`src/sv/pip_pkg.sv`:
```
// ----------------------------------------------------------------------------
// pip_pkg
// Shared types and constants for the sector locator.
// ----------------------------------------------------------------------------
package pip_pkg;

	localparam int MAX_WALLS   = 1024;
	localparam int MAX_SECTORS = 64;
	localparam int FRAC_BITS   = 8;
	localparam int WAW         = $clog2(MAX_WALLS);
	localparam int SAW         = $clog2(MAX_SECTORS);
	localparam int WCW         = WAW + 1;
	localparam int SCW         = SAW + 1;
	localparam int WALL_W      = 64;

	typedef enum logic [1:0] {
		CMD_CLEAR  = 2'd0,
		CMD_ADD    = 2'd1,
		CMD_CLOSE  = 2'd2,
		CMD_LOCATE = 2'd3
	} cmd_t;

	typedef struct packed {
		logic [1:0]  command;
		logic [15:0] wall_start_x;
		logic [15:0] wall_start_y;
		logic [15:0] wall_end_x;
		logic [15:0] wall_end_y;
		logic [23:0] point_x;
		logic [23:0] point_y;
	} in_item_t;

	typedef struct packed {
		logic       found;
		logic [5:0] sector_index;
		logic       table_overflow;
	} out_item_t;

	// Edge evaluation request from the sequencer
	typedef struct packed {
		logic               valid;
		logic signed [15:0] xi;
		logic signed [15:0] yi;
		logic signed [15:0] xj;
		logic signed [15:0] yj;
	} edge_req_t;

endpackage

```
`src/sv/pip_edge.sv`:
```
// ----------------------------------------------------------------------------
// pip_edge
// Registered crossing test of one polygon edge against the query point.
// ----------------------------------------------------------------------------
module pip_edge (
	input  logic                clk,
	input  logic                arst_n,
	input  pip_pkg::edge_req_t  req,
	input  logic signed [23:0]  qx,
	input  logic signed [23:0]  qy,
	output logic                toggle
);
	logic signed [24:0] xis, yis, xjs, yjs;
	logic               cand;
	logic signed [25:0] dqy, dqx;
	logic signed [16:0] dx, dy;
	logic               cand_s1, dyp_s1;
	logic signed [43:0] lhs_s1, rhs_s1;

	always_comb begin
		xis  = 25'(req.xi) <<< pip_pkg::FRAC_BITS;
		yis  = 25'(req.yi) <<< pip_pkg::FRAC_BITS;
		xjs  = 25'(req.xj) <<< pip_pkg::FRAC_BITS;
		yjs  = 25'(req.yj) <<< pip_pkg::FRAC_BITS;
		cand = ((yis < 25'(qy) && yjs >= 25'(qy)) || (yjs < 25'(qy) && yis >= 25'(qy)))
			&& (xis <= 25'(qx) || xjs <= 25'(qx));
		dqy  = 26'(qy) - 26'(yis);
		dqx  = 26'(qx) - 26'(xis);
		dx   = 17'(req.xj) - 17'(req.xi);
		dy   = 17'(req.yj) - 17'(req.yi);
	end

	always_ff @(posedge clk or negedge arst_n) begin
		if (!arst_n) begin
			cand_s1 <= 1'b0;
		end else begin
			cand_s1 <= req.valid && cand;
		end
	end

	always_ff @(posedge clk) begin
		dyp_s1 <= dy > 17'sd0;
		lhs_s1 <= 44'(dqy) * 44'(dx);
		rhs_s1 <= 44'(dqx) * 44'(dy);
	end

	assign toggle = cand_s1 && (dyp_s1 ? (lhs_s1 < rhs_s1) : (lhs_s1 > rhs_s1));
endmodule

```
`config.mk`:
```
export PLATFORM = sky130hd
export DESIGN_NAME = pip_edge
export DESIGN_NICKNAME = d
export VERILOG_FILES = /design/src/sv/pip_pkg.sv /design/src/sv/pip_edge.sv
export SDC_FILE = /design/constraint.sdc
export NUM_CORES = 2
export LEC_CHECK = 0
export ABC_AREA = 0
export BUFFER_PORTS_ARGS = -buffer_cell sky130_fd_sc_hd__buf_4
export CORE_ASPECT_RATIO = 0.75
export CORE_MARGIN = 3
export CORE_UTILIZATION = 58
export DETAILED_ROUTE_END_ITERATION = 10
export PLACE_DENSITY = 0.75
export SLEW_MARGIN = 30
export SYNTH_ARGS = -nofsm -noshare
export SYNTH_HDL_FRONTEND = slang
export SYNTH_SLANG_ARGS = --single-unit
```
`constraint.sdc`:
```
create_clock -name clk -period 4.6 [get_ports clk]
set_input_delay 0.46 -clock clk [delete_from_list [all_inputs] [get_ports clk]]
set_output_delay 0.46 -clock clk [all_outputs]
set_load 0.005 [all_outputs]
```
=== Word level (Yosys, flattened, before mapping) ===
Cells that the tools add are included.

* Register bits: 88
* Input bits: 115
* Output and inout port bits: 1
* Logic and storage cells: 27

* Add/subtract/negate cells: 4
* $mul: 2
* Order comparisons: 9
* Multiplexer cells: 1
* Reduce and logical (&&, ||, !) cells: 7

{| class="wikitable"
|+ Operators by type and width
! kind !! number
|-
| multiplier 25 x 17 -> 42 bit || 2
|-
| subtractor 24 x 24 -> 25 bit || 2
|-
| >= comparator 24 bit || 2
|-
| less-or-equal comparator 24 bit || 2
|-
| less-than comparator 24 bit || 2
|-
| > comparator 42 x 44 -> 1 bit || 1
|-
| less-than comparator 42 x 44 -> 1 bit || 1
|-
| subtractor 16 x 16 -> 17 bit || 2
|-
| > comparator 17 x 1 -> 1 bit, second input constant || 1
|-
| logical AND 1 bit || 5
|-
| logical OR 1 bit || 2
|-
| 2-to-1 mux 1 bit || 1
|}

=== Logic depth before layout (Yosys ltp) ===
* Word-level depth: 5
* Mapped depth: 37
* Depth with buffers taken out: 35

=== Worst setup path after synthesis ===
Ideal clock, no wire load.

* Path type: in2reg
* From: in qy[8]
* To: reg lhs_s1[40]
* Library setup time: 125 ps
* Arrival: 7972 ps
* Data required time: 4475 ps
* Setup slack: -3497 ps
* Stages: 35
* Buffers on the path: 1
* Path through: inv_1 -> ha_1 -> inv_1 -> fa_1 -> a21o_1 -> a21oi_2 -> o22ai_1 -> nor2_1 -> o21ai_1 -> a21o_1 -> a21oi_1 -> xnor2_1 -> clkbuf_1 -> nand2_1 -> fa_1 -> inv_1 -> fa_1 -> inv_1 -> fa_1 -> inv_1 -> fa_1 -> fa_1 -> inv_1 -> fa_1 -> inv_1 -> ha_1 -> nand4_1 -> nor4_1 -> nand2_1 -> o21ai_0 -> a31oi_2 -> o21ai_1 -> o41a_1 -> a221oi_1 -> xnor2_1

* Word-level cells in the longest chain between the ends: 2

{| class="wikitable"
|+ Ends and longest elaborated chain
! what !! line !! text
|-
| start: declaration || pip_edge.sv:10 || <nowiki>input logic signed [23:0] qy,</nowiki>
|-
| subtractor 24 x 24 -> 25 bit || pip_edge.sv:27 || <nowiki>dqy = 26'(qy) - 26'(yis);</nowiki>
|-
| multiplier 25 x 17 -> 42 bit || pip_edge.sv:43 || <nowiki>lhs_s1 <= 44'(dqy) * 44'(dx);</nowiki>
|-
| end signal: assignment || pip_edge.sv:43 ||
|-
| end: declaration || pip_edge.sv:18 || <nowiki>logic signed [43:0] lhs_s1, rhs_s1;</nowiki>
|}

No other way between the ends.

=== Worst setup path in the final report ===
* From: in req[16] in the netlist's numbering
* To: reg lhs_s1[35]

* Word-level cells in the longest chain between the ends: 2

{| class="wikitable"
|+ Ends and longest elaborated chain
! what !! line !! text
|-
| start: declaration || pip_edge.sv:8 || <nowiki>input pip_pkg::edge_req_t req,</nowiki>
|-
| subtractor 16 x 16 -> 17 bit || pip_edge.sv:29 || <nowiki>dx = 17'(req.xj) - 17'(req.xi);</nowiki>
|-
| multiplier 25 x 17 -> 42 bit || pip_edge.sv:43 ||
|}

No other way between the ends.

==> results.toml <==
[outcome]
run_status = "complete, but fails checks"
violations = "negative setup slack"

[clock_tree]
clock_tree.htree_level_count = 3
numClockSinks = 86
clockBufferDepth = 2
total_cts_buffers = 9
tritoncts = "built"
cts.clk_slew.worst_paths_ns = 0.07
cts-root-buf = "clkbuf_16"

[sta]
report.final.hold_viol_count = 0
achievable_frequency_mhz = 128.6
maxSlewHeadroom_pct = 23.88
shortest_period_the_worst_path_allows_ns = 7.774
grt_setup_unrepaired = "yes"
worst-slew-pin-transition_ns = 1.134
timing.final.ws_setup_ns = -3.174
setup-violations-final = 72
report.final.slew_viol_count = 0
min_period_over_period_pct = 169.0

[floorplanning]
floorplan.core_area_um2 = 62570
ios = 116
start_util_pct = 59.13
die-height_um = 224.7
floorplan.rows = 79
fp.dieArea_um2 = 66880
chipWidth_um = 297.6

[grt]
grt_antenna_before_repair = 4
grt_overflow_total = 0
vias_in_the_first_global_route = 35441
groute.layer.met3.usage_pct = 6.668
grt_pass1_wl_um = 183200
maximum_number_of_pins_on_one_net_before_global_route_repair = 17
grt_met1_use_pct = 47.33
met2_usage_pct = 57.48
track_usage_pct = 34.69
grt_most_used_layer = "met2"

[min_path]
min-delay-path-class = "in -> async"

[routing]
avgViaCountPerCell = 5.559
detail_route.wirelength_um = 122900
detail_route.drc_violations = 0
first_pass_iters = 6
drtAntennaViolNets = 0
routed-via-count = 33597
drtIter0Drc = 2570
wl_cell_um = 20.34

[cells_and_area]
layout_common_cells = "inv_1 (1017), buf_4 (922), fa_1 (800), nand2_1 (471), ha_1 (279)"
design_area_final_um2 = 50090
final_cells = 6044
drive_above_1_share_pct = 31.20
finish.net_count = 6480
syn_to_final_growth_pct = 35.40
final_common_cell = "inv_1"
post-route-util_pct = 80.06

[logic_synthesis]
sequential_to_total_area_share_from_yosys_stat_pct = 4.667
yosys_warnings = 0
synth-async-reset-ratio_pct = 1.163
synth-edff-count = 0
synth_top_cells_by_area = "fa_1 (45%), ha_1 (12%), inv_1 (11%)"
synth.distinct_cells = 86
syn-mean-instance-area_um2 = 8.754
synth_ff_type = "dfxtp_1"
post-synth-top-area-fraction_pct = 45.24
synthCells = 4226
post-synth-top-area-cell = "fa_1"
synthesis.area_um2 = 37000
synth_nets = 5519
ys_seq_elements = 86

[setup_path]
worst-path-max-fanout = 6
worst_setup_path_startpoint = "req[16]"
critPathLaunchType = "primary input"
crit_slowest_cell = "fa_1"
critical-path-max-stage-delay_ns = 0.53
cp_data_arrival_time_ns = 8.04
path_common_cell = "fa_1"
timing_worst_setup_path_type = "in -> reg"
cp.required_ns = 4.87
worst_setup_path_end_kind = "flip-flop"

[placed_design]
placed_area_um2 = 46390
dpl.cell_count = 5898
place_hpwl_um = 94170
worst_slack_at_placement_ns = -3.570
port_buffers = 115
routabilityCongestion = 0.9864

[job]
maxCapViolCount = 0
[layout make-up]
type / count / area (µm²)
flip-flops and latches: 86 / 1727
well taps: 850 / 1064
fillers: 3625 / 12480
multi-input cells: 2929 / 33640
clock inverters: 5 / 60.06
repair buffers: 1079 / 9244
diodes: 2 / 5.005
inverters: 1082 / 4116
clock buffers: 11 / 232.7
[cells by family after synthesis]
logic type | share of synthesized area [%]
flip-flops | 4.667
AND/OR/NAND/NOR | 15.45
adder cells (fa/ha/maj) | 56.80
AO/OA/AOI/OAI | 7.312
XOR/XNOR | 3.314
multiplexers | 0.1353
buffers and inverters | 12.32
[sequential cells by signal, summed over array words and instances (netlist names)]
register  count
lhs_s1       42
rhs_s1       42
cand_s1       1
dyp_s1        1
[synthesized netlist by cell type, types with 50 or more instances]
library cell	number
a21o_1	56
a21oi_1	115
and2_1	194
clkbuf_1	117
dfxtp_1	85
fa_1	836
ha_1	342
inv_1	1081
nand2_1	511
nand2b_1	50
nor2_1	220
nor2b_1	80
o21ai_0	53
xnor2_1	109
[through the flow]
stage                     hold slack [ns]  TNS (ns)
final                              0.4567   -172.24
after global routing               0.4516   -184.30
after CTS                          0.4342   -152.96
after detailed placement           0.2603   -190.43
after global placement             0.2593   -182.98
after floorplan                    0.1644   -140.77
[worst paths after layout]
path	end
max in group asynchronous	cand_s1
max	lhs_s1[35]
min	cand_s1
min in group clk	cand_s1
[layer usage]
metal  wire length [µm]  part of all wire, %  up-vias
li1                   -                    -    14549
met1              46440                   38    16753
met2              58000                   47     1837
met3              13140                   11      456
met4               5334                  4.3        2
met5                 13                0.011        -
[critical path, delay by kind of cell]
kind                       cells  cell delay, ns
AOI/OAI and AO/OA             12            2.23
xor gates and xnor gates       1            0.19
and+or+nand+nor                3            0.67
adders and majority gates      8            3.38
buffers and inverters         10            1.07
[what timing repair did]
item                                   CTS  global route
resized for setup                      280           261
hold buffers                             1             0
cloned                                   1             1
buffers inserted                        70            70
endpoints found under the hold margin    1             0
pin swaps                              161           159
setup endpoints to repair               73            73
Power is not shown: default switching activity piles up to over one toggle a cycle in this logic, so the estimate is an artifact.
