**src/sv/pip_ram.sv**
```systemverilog
// ----------------------------------------------------------------------------
// pip_ram
// Generic single-port-write, single-port-read RAM with registered read.
// ----------------------------------------------------------------------------
module pip_ram #(
	parameter int WIDTH = 8,
	parameter int DEPTH = 16
) (
	input  logic                     clk,
	input  logic                     we,
	input  logic [$clog2(DEPTH)-1:0] waddr,
	input  logic [WIDTH-1:0]         wdata,
	input  logic [$clog2(DEPTH)-1:0] raddr,
	output logic [WIDTH-1:0]         rdata
);
	logic [WIDTH-1:0] mem [DEPTH];

	always_ff @(posedge clk) begin
		if (we) begin
			mem[waddr] <= wdata;
		end
		rdata <= mem[raddr];
	end
endmodule

```
**config.mk**
```make
export PLATFORM = sky130hd
export DESIGN_NAME = pip_ram
export DESIGN_NICKNAME = d
export VERILOG_FILES = /design/src/sv/pip_ram.sv
export SDC_FILE = /design/constraint.sdc
export NUM_CORES = 1
export LEC_CHECK = 0
export BUFFER_PORTS_ARGS = -buffer_cell sky130_fd_sc_hd__buf_4
export CAP_MARGIN = 15
export CELL_PAD_IN_SITES_DETAIL_PLACEMENT = 1
export CELL_PAD_IN_SITES_GLOBAL_PLACEMENT = 2
export CORE_MARGIN = 2
export CORE_UTILIZATION = 35
export CTS_CLUSTER_SIZE = 24
export DETAILED_ROUTE_END_ITERATION = 8
export GPL_TIMING_DRIVEN = 0
export HOLD_SLACK_MARGIN = 0.08
export PLACE_DENSITY = 0.57
export SYNTH_ARGS = -nofsm -noshare
export SYNTH_HDL_FRONTEND = slang
export SYNTH_SLANG_ARGS = --single-unit
```
**constraint.sdc**
```tcl
create_clock -name clk -period 3.8 [get_ports clk]
set_input_delay 0.57 -clock clk [delete_from_list [all_inputs] [get_ports clk]]
set_output_delay 0.57 -clock clk [all_outputs]
set_load 0.1 [all_outputs]
```
== Word level (Yosys, flattened, before mapping) ==
Memory sizes are Yosys's and may differ from the RTL's. A register that Yosys moved wholly into a read port is not among the register bits.
Cells that the tools add are included.

* Bits in registers: 0
* RAM bits: 128
* Input port bits: 18
* Memories: 1

* Muxes and demuxes: 2

{| class="wikitable"
|+ Memories
! memory !! words !! bits a word !! rd ports !! clocked after Yosys merged registers in !! wr ports !! line !! source
|-
| mem || 16 || 8 || 1 || 1 || 1 || 16 || <nowiki>logic [WIDTH-1:0] mem [DEPTH];</nowiki>
|}

{| class="wikitable"
|+ Operator list
! cell !! number
|-
| 1-bit 2-to-1 mux || 2
|}

== Logic depth before layout (Yosys ltp) ==
Gate-level depths: netlist of the first run.

* Depth after elaboration: 2
* Gate-level depth with buffers: 5

== Worst setup path after synthesis of the first run ==
No wires, ideal clock.

* Path kind: input-to-reg
* Start point: in waddr[2]
* End point: mem mem[0][0] (enable)
* Setup time: 383 ps
* Arrival time: 1,680 ps
* Data required time: 3,417 ps
* Setup slack: 1,737 ps
* Stages on the path: 2
* Cells stage by stage: or3b_2 nor3_1

{| class="wikitable"
|+ RTL lines
! what !! line !! source
|-
| start: declaration || 11 || <nowiki>input logic [$clog2(DEPTH)-1:0] waddr,</nowiki>
|-
| end: declaration || 16 ||
|}

No word-level cell before the write port.

== Final worst setup path of the first run ==
* Start point: in waddr[2]
* End point: mem mem[3][7] (enable)

No word-level cell before the write port.

==> out/qor.yml, run 1 <==
h-tree-depth: 4
route.met2.wl_mm: 5.11
finClkSkew_ns: 0.00302
top_layer: "met4"
final-instance-count-excl-fill: 471
die-width_um: 125
hold_violations: 0
layout-drive-gt1-share_pct: 30.7
synthCells: 229
clock-sinks: 136
routed_wl_mm: 11.0
routed-wl-met3_um: 331
syn-num-nets: 247
antenna_found_initial: 0
seqCellArea_um2: 4000
drc: 0
synth-seq-area-share_pct: 77.8
dp.cells: 439
ys_seq_elements: 136
hold_path.class: "primary input to flip-flop"
p_per_area_nw_per_um2: 576
cap_violations: 0
overflow: 0
slew_violations: 0
die_area_um2: 15700
crit_type: "primary input to flip-flop"
ctsHoldBuffers: 0
vias: 2370
crit_family: "simple AND/OR/NAND/NOR gates"
dpl_cell_area_um2: 5580
start_kind: "primary input"
multiInputGateArea_um2: 1070
cts_tree: "yes"
crit_fanout: 8
grt_pass1_vias: 2515
rsz0062_at_grt: "no"
syn_area_per_cell_um2: 22.5
netlist_area_um2: 5150
wl_per_cell_um: 23.3
cts-root-buf: "clkbuf_16"
diodes: 0
clk_pin_slew_ns: 0.05
worstSetupEndpointType: "flip-flop"
portBuffers: 24
fmax_mhz: 526
setup_viol: 0
status: "finished, final reports clean"
clk_latency_ns: 0.41
cp.buffers_inverters: 1
ios: 26
rows: 44
dp_hpwl_mm: 7.07
worst_pin_slew_ns: 0.892
max_slew_margin_pct: 40.3
globalplace.congestion: 0.652
vias_per_cell: 5.03
drtIter0Drc: 161
cts_inserted_buffers: 17
path_cells: "buf_4 > or3b_2 > nor2_1"
crit_required_ns: 3.83
fin_area_um2: 6180
slowest_stage: "nor2_1"
fill_cells: 1354
met1_length_mm: 5.27
area_delta_synth_final_pct: 20.0
clockBufferDepth: 2
placeableCoreArea_um2: 14400
fin_setup_tns_ns: 0
antenna_left: 0
synth.distinct_cells: 19
grt_usage_pct: 15.2
cts_resized: 0
grt_max_degree: 17
cp.arrival_ns: 1.94
grt_pass1_wl_mm: 16.5
vdd_drop_max_uv: 309
fin_crit_sh_pct: 50.1
initial_core_util_pct: 35.7
fp.dieH_um: 125
cpPeakStageDelay_ns: 0.71
final.min_clock_period_ns: 1.90
firstDrtPassIters: 4
ys_warn_count: 0
cts_setup_buffers: 0
nets: 292
p_leak_nw: 2.07
==> synth_stat cells <==
| cell type | number | area [um^2] |
|---|---|---|
| nand3b_1 | 2 | 15.0 |
| nor2_1 | 13 | 48.8 |
| nor3_1 | 4 | 20.0 |
| and2b_1 | 1 | 7.51 |
| and2_1 | 1 | 6.26 |
| nand2b_1 | 2 | 12.5 |
| edfxtp_1 | 128 | 3840 |
| a22oi_1 | 16 | 120 |
| buf_4 | 1 | 7.51 |
| nand2_1 | 9 | 33.8 |
| mux4_1 | 14 | 368 |
| dfxtp_1 | 8 | 160 |
| nand3_1 | 1 | 5.00 |
| nor2b_1 | 1 | 6.26 |
| clkdlybuf4s25_2 | 3 | 30.0 |
| buf_6 | 3 | 33.8 |
| or3b_2 | 1 | 8.76 |
| buf_2 | 3 | 15.0 |
| mux4_2 | 18 | 405 |
==> flip-flops by register name, summed over array words and instances, names as in the netlist <==
signal	flops
mem	128
rdata	8
==> worst register-to-register path, cell delays in order, from the launching register on <==
cell	delay, ns
edfxtp_1	0.38
mux4_1	0.58
a22oi_1	0.33
nand2_1	0.10
==> where the power goes <==
group          switching (W)  leakage, nW  internal (W)
clock network       0.000580        0.302       0.00104
registers         0.00000833         1.22       0.00168
logic               0.000168        0.548     0.0000781
total               0.000757         2.07       0.00280
==> per-stage QoR <==
stage | util, % | hold WS, ns | power, W | setup WS (ns)
floorplan | - | 0.629 | 0.00187 | 1.74
global placement | 38.5 | 0.661 | 0.00196 | 1.02
detailed placement | 38.7 | 0.672 | 0.00197 | 1.45
CTS | 42.8 | 0.483 | 0.00359 | 1.89
global route | 42.8 | 0.488 | 0.00367 | 1.84
finish | 42.8 | 0.487 | 0.00356 | 1.90
==> cells by family after synthesis <==
kind of cell / count (synthesis) / share of synthesized area [%]
flops: 136 / 77.8
buf+inv: 10 / 1.68
compound gates: 16 / 2.33
mux: 32 / 15.0
simple gates: 35 / 3.18
==> routing by layer <==
metal	global-route usage [%]	vias to the layer above
li1	-	1062
met1	20.7	1242
met2	22.9	47
met3	4.19	19
met4	6.93	0
met5	0	-
==> layout make-up <==
cell class	instances	share of cell area (%)
buffer	10	1.40
sequential	136	64.8
timing repair buffer	26	3.16
clock inverter	9	1.54
tap	184	3.73
multi-input combinational	83	17.3
clock buffer	23	8.06
==> path summary, 6_finish.rpt <==
kind	startpoint	end	slack [ns]	cells past startpoint
worst min-delay path	wdata[5]	mem[6][5]$_DFFE_PP_	0.49	1
worst max register to register	mem[6][0]$_DFFE_PP_	rdata[0]$_DFF_P_	2.29	3
worst max-delay path	waddr[2]	mem[3][7]$_DFFE_PP_	1.90	3
worst min register to register	mem[11][1]$_DFFE_PP_	rdata[1]$_DFF_P_	0.68	3
==> placed cells by master, fill, tap and decap left out <==
cell type	synthesis	routed
edfxtp_1	128	128
buf_4	1	27
mux4_2	18	18
clkbuf_16	0	17
a22oi_1	16	16
mux4_1	14	14
nor2_1	13	13
nand2_1	9	9
dfxtp_1	8	8
clkinv_2	0	7
clkbuf_8	0	5
buf_6	3	3
buf_2	3	3
clkdlybuf4s25_2	3	3
nand3b_1	2	2
nor3_2	0	2
nand2b_1	2	2
nor3_1	4	2
bufinv_16	0	2
nor2b_1	1	1
and2_1	1	1
and2b_1	1	1
nand3_1	1	1
or3b_2	1	1
clkbuf_1	0	1
Note: power is estimated with default switching activity, not from simulation.
==> run 2, diff against run 1 <==
--- a/config.mk
+++ b/config.mk
@@ -5,6 +5,7 @@
 export SDC_FILE = /design/constraint.sdc
 export NUM_CORES = 1
 export LEC_CHECK = 0
+export ABC_AREA = 1
 export BUFFER_PORTS_ARGS = -buffer_cell sky130_fd_sc_hd__buf_4
 export CAP_MARGIN = 15
 export CELL_PAD_IN_SITES_DETAIL_PLACEMENT = 1
@@ -15,7 +16,7 @@
 export DETAILED_ROUTE_END_ITERATION = 8
 export GPL_TIMING_DRIVEN = 0
 export HOLD_SLACK_MARGIN = 0.08
-export PLACE_DENSITY = 0.57
+export PLACE_DENSITY = 0.69
 export SYNTH_ARGS = -nofsm -noshare
 export SYNTH_HDL_FRONTEND = slang
 export SYNTH_SLANG_ARGS = --single-unit
==> constraint.sdc (replaced) <==
create_clock -name clk -period 1.7 [get_ports clk]
set_input_delay 0.255 -clock clk [delete_from_list [all_inputs] [get_ports clk]]
set_output_delay 0.255 -clock clk [all_outputs]
set_load 0.1 [all_outputs]
==> run 2 against run 1 <==
  * First-iteration DRC count increased by 55%
  * Clock-buffer cell count shrank 5
  * Flip-flop and latch count did not move
  * Sequential share of layout area is 5.7 points lower
  * Synthesized cell count up 140%
  * Clock power increased by 120%
  * Total power rose by 130%
  * Register-to-register slack lost 1.6 ns
  * Largest power group unchanged
==> out/qor.yml, run 2 <==
max_slew_margin_pct: 23.4  # -17 points
vdd_drop_max_uv: 674  # +120%
place_ws_ns: -0.254  # -1.71 ns
grt_pass1_wl_mm: 25.3  # +53%
rsz0062_at_grt: "no"
synth.distinct_cells: 12  # -7
grt_usage_pct: 20.1  # +4.9 points
portBuffers: 22  # -8.3%
crit_fanout: 8  # unchanged
grt_pass1_vias: 4138  # +65%
synth_edf_count: 128  # unchanged
fp.dieH_um: 132  # +5.7%
syn_area_per_cell_um2: 10.5  # -53%
ys.flop_type: "edfxtp_1"
async_flop_share_pct: 0  # unchanged
largestRegisters: "mem: 128 flops, rdata: 8 flops"
fin_crit_sh_pct: 86.2
cp.buffers_inverters: 1  # unchanged
p_leak_nw: 2.90  # +40%
setup_viol: 0  # unchanged
vias: 3852  # +63%
ys_seq_elements: 136  # unchanged
drc: 0  # unchanged
overflow: 0  # unchanged
finalPower_w: 0.00801  # +130%
cts_tree: "yes"
clockBufferDepth: 2  # unchanged
yosysMostFrequentCell: "nand2_1"
final_cell_mix: "nand2_1, edfxtp_1, inv_1"
hold_violations: 0  # unchanged
h-tree-depth: 4  # unchanged
worstSetupEndpointType: "flip-flop"
largest_reg_flops: 128  # unchanged
worst_pin_slew_ns: 1.14  # +0.252 ns
drtIter0Drc: 249  # +55%
final.min_clock_period_ns: 1.47
crit_type: "primary input to flip-flop"
synth_top_cell_by_area: "edfxtp_1"
p_per_area_nw_per_um2: 1180  # +110%
ctsHoldBuffers: 0  # unchanged
path_cells: "buf_4 > nand3b_1 > nor2_1"
seqCellArea_um2: 4000  # unchanged
nets: 611  # +110%
clk_pin_slew_ns: 0.06  # about the same
multiInputGateArea_um2: 1210  # +14%
synthCells: 551  # +140%
netlist_area_um2: 5770  # +12%
layout-drive-gt1-share_pct: 12.7  # -18 points
slowest_stage: "nor2_1"
fill_cells: 1828  # +35%
placeableCoreArea_um2: 16000  # +11%
vias_per_cell: 4.69  # -6.9%
cap_violations: 0  # unchanged
diodes: 0  # unchanged
slew_violations: 0  # unchanged
crit_family: "simple AND/OR/NAND/NOR gates"
cts_setup_buffers: 0  # unchanged
yosysTopAreaCellShare_pct: 66.7  # -8.0 points
synth.area.top_cells: "edfxtp_1, nand2_1, nand3_1, inv_1, dfxtp_1"
initial_core_util_pct: 36.0  # +0.35 points
globalplace.congestion: 0.736  # +13%
synth-seq-area-share_pct: 69.4  # -8.4 points
synthTopCellsByCount: "nand2_1, edfxtp_1, inv_1"
clock-sinks: 136  # unchanged
regMostFlops: "mem"
crit_required_ns: 1.74  # -2.09 ns
hold_path.class: "primary input to flip-flop"
grt_max_degree: 17  # unchanged
antenna_left: 0  # unchanged
antenna_found_initial: 0  # unchanged
ys_warn_count: 0  # unchanged
rows: 46  # +4.5%
finClkSkew_ns: 0.00741  # +0.00439 ns
finalWorstSetupSlack_ns: 0.234  # -1.66 ns
whs_ns: 0.182  # -0.305 ns
syn-num-nets: 569  # +130%
fmax_mhz: 682
ios: 26  # unchanged
dp_hpwl_mm: 10.8  # +53%
wl_per_cell_um: 20.2  # -14%
cts-root-buf: "clkbuf_16"
cts_resized: 0  # unchanged
final_common_cell: "nand2_1"
die_area_um2: 17500  # +12%
routed_wl_mm: 16.6  # +51%
status: "finished, final reports clean"
firstDrtPassIters: 4  # unchanged
cp.arrival_ns: 1.50  # -0.44 ns
cts_inserted_buffers: 17  # unchanged
die-width_um: 132  # +5.7%
start_kind: "primary input"
area_delta_synth_final_pct: 17.5
cpPeakStageDelay_ns: 0.90  # +0.19 ns
clk_latency_ns: 0.42  # about the same
-- run 2: changes by cell type in the layout (fill, tap and decap cells not counted), moves of 14 or more --
cell / before / now
nand3_1: 1 / 97
nand2_1: 9 / 173
inv_1: 0 / 100
mux4_2: 18 / 0
a22oi_1: 16 / 0
mux4_1: 14 / 0
-- run 2: logic make-up after synthesis --
group,count (synthesis),share of synthesized area (%)
simple gates,289,21.0
buf+inv,126,9.52
flops,136,69.4
-- run 2: metal layers --
metal / vias to the layer above / GRT usage, % / wire length (um)
li1: 1856 / - / -
met1: 1899 / 27.8 / 7870
met2: 71 / 31.8 / 7730
met3: 26 / 3.08 / 545
met4: 0 / 8.24 / 431
met5: - / 0 / 0
-- run 2: worst register-to-register path, cell delays in order, from the launching register on --
cell and delay, ns:
edfxtp_1 0.36, inv_1 0.07, nand2_1 0.05, nand3_1 0.10, nand3_1 0.09, nand3_1 0.20, nand2_1 0.07
-- run 2: final cells by class --
class | instances | share of cell area (%)
flip-flops and latches | 136 | 59.1
multi-input cells | 289 | 17.9
clock buffers | 18 | 6.33
inverters | 102 | 5.65
well taps | 216 | 3.99
repair buffers | 23 | 2.60
plain buffers | 24 | 2.46
clock inverters | 14 | 1.98
-- run 2: worst paths after layout --
| check | start | to | slack, ns | depth (start not counted) |
|---|---|---|---|---|
| worst max-delay path | waddr[3] | mem[4][5]$_DFFE_PP_ | 0.23 | 3 |
| worst min-delay path | wdata[2] | mem[6][2]$_DFFE_PP_ | 0.18 | 1 |
| worst max register to register | mem[9][1]$_DFFE_PP_ | rdata[1]$_DFF_P_ | 0.65 | 6 |
| worst min register to register | mem[2][1]$_DFFE_PP_ | rdata[1]$_DFF_P_ | 0.72 | 6 |
-- run 2: report_power, final --
part	leakage (nW)	switching, W	total, W	internal (W)
registers	1.22	0.0000199	0.00377	0.00375
logic	1.41	0.000524	0.000691	0.000167
clock network	0.263	0.00142	0.00355	0.00213
-- run 2: stage by stage --
| stage | util [%] | setup TNS, ns | cells | area (um^2) |
|---|---|---|---|---|
| finish | 42.4 | 0 | 822 | 6780 |
| global route | 42.4 | 0 | 822 | 6780 |
| CTS | 42.3 | 0 | 821 | 6770 |
| detailed placement | 38.8 | -6.70 | 789 | 6200 |
| global placement | 38.8 | -3.92 | 789 | 6200 |
| floorplan | - | 0 | 551 | 5770 |
==> run 3, diff against run 2 <==
--- a/config.mk
+++ b/config.mk
@@ -16,7 +16,7 @@
 export DETAILED_ROUTE_END_ITERATION = 8
 export GPL_TIMING_DRIVEN = 0
 export HOLD_SLACK_MARGIN = 0.08
-export PLACE_DENSITY = 0.69
+export PLACE_DENSITY_LB_ADDON = 0.2
 export SYNTH_ARGS = -nofsm -noshare
 export SYNTH_HDL_FRONTEND = slang
 export SYNTH_SLANG_ARGS = --single-unit
==> run 3 against run 2 <==
  * Routed wire length down 1.3%
  * Critical path depth unchanged
  * Highest routed layer unchanged
  * Worst setup slack better by 0.069 ns
  * Core utilization about the same
  * Global-route usage down 0.31 points
  * Worst hold slack worse by 0.0074 ns
  * Non-clock buffer count down 1
  * Sequential power about the same
  * Largest cell class unchanged
  * Clock-buffer cell count up 1
==> out/qor.yml, run 3 (synthesized netlist as in run 2, its figures left out) <==
switching_share_pct: 23.0  # -1.4 points
clock-sinks: 136  # unchanged
crit_type: "primary input to flip-flop"
cts_inserted_buffers: 17  # unchanged
dp_hpwl_mm: 10.9  # +0.98%
grt_max_degree: 17  # unchanged
worstSetupEndpointType: "flip-flop"
p_sw_w: 0.00185  # -5.7%
regMostFlops: "mem"
cts_tree: "yes"
placeableCoreArea_um2: 16000  # unchanged
max_slew_margin_pct: 29.6  # +6.2 points
p_leak_nw: 2.90  # +0.24%
cpPeakStageDelay_ns: 0.82  # -0.08 ns
finalPower_w: 0.00803  # +0.23%
vias: 3843  # -0.23%
slew_violations: 0  # unchanged
final.min_clock_period_ns: 1.40  # -0.0686 ns
nets: 610  # -0.16%
overflow: 0  # unchanged
start_kind: "primary input"
setup_viol: 0  # unchanged
antenna_left: 0  # unchanged
final_cell_mix: "nand2_1, edfxtp_1, inv_1"
clock_power_share_pct: 44.5  # +0.2 points
cts_resized: 0  # unchanged
clockBufferDepth: 2  # unchanged
wl_per_cell_um: 19.9  # -1.2%
cts_setup_buffers: 0  # unchanged
p_int_w: 0.00618  # +2.2%
worst_pin_slew_ns: 1.05  # -0.0925 ns
status: "finished, final reports clean"
globalplace.congestion: 0.768  # +4.3%
rsz0062_at_grt: "no"
hold_path.class: "primary input to flip-flop"
rows: 46  # unchanged
p_per_area_nw_per_um2: 1190  # +0.32%
slowest_stage: "nor2_1"
final_common_cell: "nand2_1"
cap_violations: 0  # unchanged
clk_pin_slew_ns: 0.06  # about the same
crit_fanout: 8  # unchanged
cp.arrival_ns: 1.43  # -0.07 ns
fp.dieH_um: 132  # unchanged
grt_pass1_vias: 4059  # -1.9%
r2r_setup_slack_ns: 0.65  # about the same
ctsHoldBuffers: 0  # unchanged
layout-drive-gt1-share_pct: 11.7  # -0.97 points
antenna_found_initial: 0  # unchanged
die-width_um: 132  # unchanged
path_cells: "buf_4 > nand3b_1 > nor2_1"
pwr-share-comb_pct: 8.5  # about the same
clk_latency_ns: 0.41  # about the same
largestRegisters: "mem: 128 flops, rdata: 8 flops"
crit_required_ns: 1.73  # about the same
drtIter0Drc: 268  # +7.6%
pwr-share-seq_pct: 46.9  # about the same
drc: 0  # unchanged
diodes: 0  # unchanged
ios: 26  # unchanged
fin_setup_tns_ns: 0  # unchanged
cts-root-buf: "clkbuf_16"
vias_per_cell: 4.68  # -0.11%
die_area_um2: 17500  # unchanged
largest_reg_flops: 128  # unchanged
area_delta_synth_final_pct: 17.4  # about the same
portBuffers: 22  # unchanged
h-tree-depth: 4  # unchanged
fill_cells: 1840  # +0.66%
firstDrtPassIters: 4  # unchanged
initial_core_util_pct: 36.0  # unchanged
grt_usage_pct: 19.8  # -0.31 points
hold_violations: 0  # unchanged
fmax_mhz: 716  # +4.9%
routed_wl_mm: 16.4  # -1.3%
vdd_drop_max_uv: 659  # -2.2%
grt_pass1_wl_mm: 24.7  # -2.5%
finClkSkew_ns: 0.00482  # -0.00260 ns
fin_crit_sh_pct: 82.2  # -4.0 points
run 3: cell count changes in the layout (fill, tap and decap cells not counted):
cell | previous run | this run
bufinv_16 | 2 | 3
clkinv_4 | 1 | 0
clkinv_2 | 4 | 3
clkinv_1 | 2 | 6
clkinvlp_4 | 5 | 1
clkbuf_1 | 1 | 2
buf_6 | 7 | 6
run 3: cell type report:
| class | count | area, um^2 | area share, % |
|---|---|---|---|
| Timing Repair Buffer | 22 | 165 | 2.44 |
| Buffer | 24 | 166 | 2.46 |
| Inverter | 102 | 383 | 5.66 |
| Tap cell | 216 | 270 | 3.99 |
| Clock buffer | 19 | 433 | 6.39 |
| Multi-Input combinational cell | 289 | 1210 | 17.9 |
| Clock inverter | 13 | 135 | 2.00 |
| Sequential cell | 136 | 4000 | 59.1 |
run 3: per-layer routing:
metal	GRT usage (%)	share of wire (%)	vias up
met5	0	0	-
met4	9.02	1.9	0
met3	3.69	4.7	16
met2	31.8	48	87
met1	26.1	45	1883
li1	-	-	1857
run 3: critical path: cells and delay by family:
family / cells / cell delay [ns]
buf+inv: 1 / 0.12
simple gates: 2 / 1.04
run 3: path summary, 6_finish.rpt:
path / from / endpoint / cells past startpoint
hold reg to reg: mem[6][4]$_DFFE_PP_ / rdata[4]$_DFF_P_ / 6
setup / recovery: waddr[3] / mem[7][5]$_DFFE_PP_ / 3
setup reg to reg: mem[10][4]$_DFFE_PP_ / rdata[4]$_DFF_P_ / 6
hold / removal: wdata[2] / mem[6][2]$_DFFE_PP_ / 1
run 3: stage by stage:
stage	area [um^2]	util, %	hold WS [ns]	setup WS (ns)	instances
final	6770	42.3	0.174	0.303	821
after global routing	6770	42.3	0.193	0.232	821
after CTS	6770	42.3	0.170	0.271	821
after detailed placement	6200	38.8	0.616	-0.181	789
after global placement	6200	38.8	0.611	-0.165	789
after floorplan	5770	-	0.354	0.494	551
run 3: power groups by stage:
stage | Clock, W | Combinational, W | Sequential, W
floorplan | 0 | 0.000264 | 0.00400
global placement | 0 | 0.000683 | 0.00384
detailed placement | 0 | 0.000695 | 0.00384
CTS | 0.00364 | 0.000699 | 0.00377
global route | 0.00377 | 0.000744 | 0.00378
finish | 0.00358 | 0.000684 | 0.00377
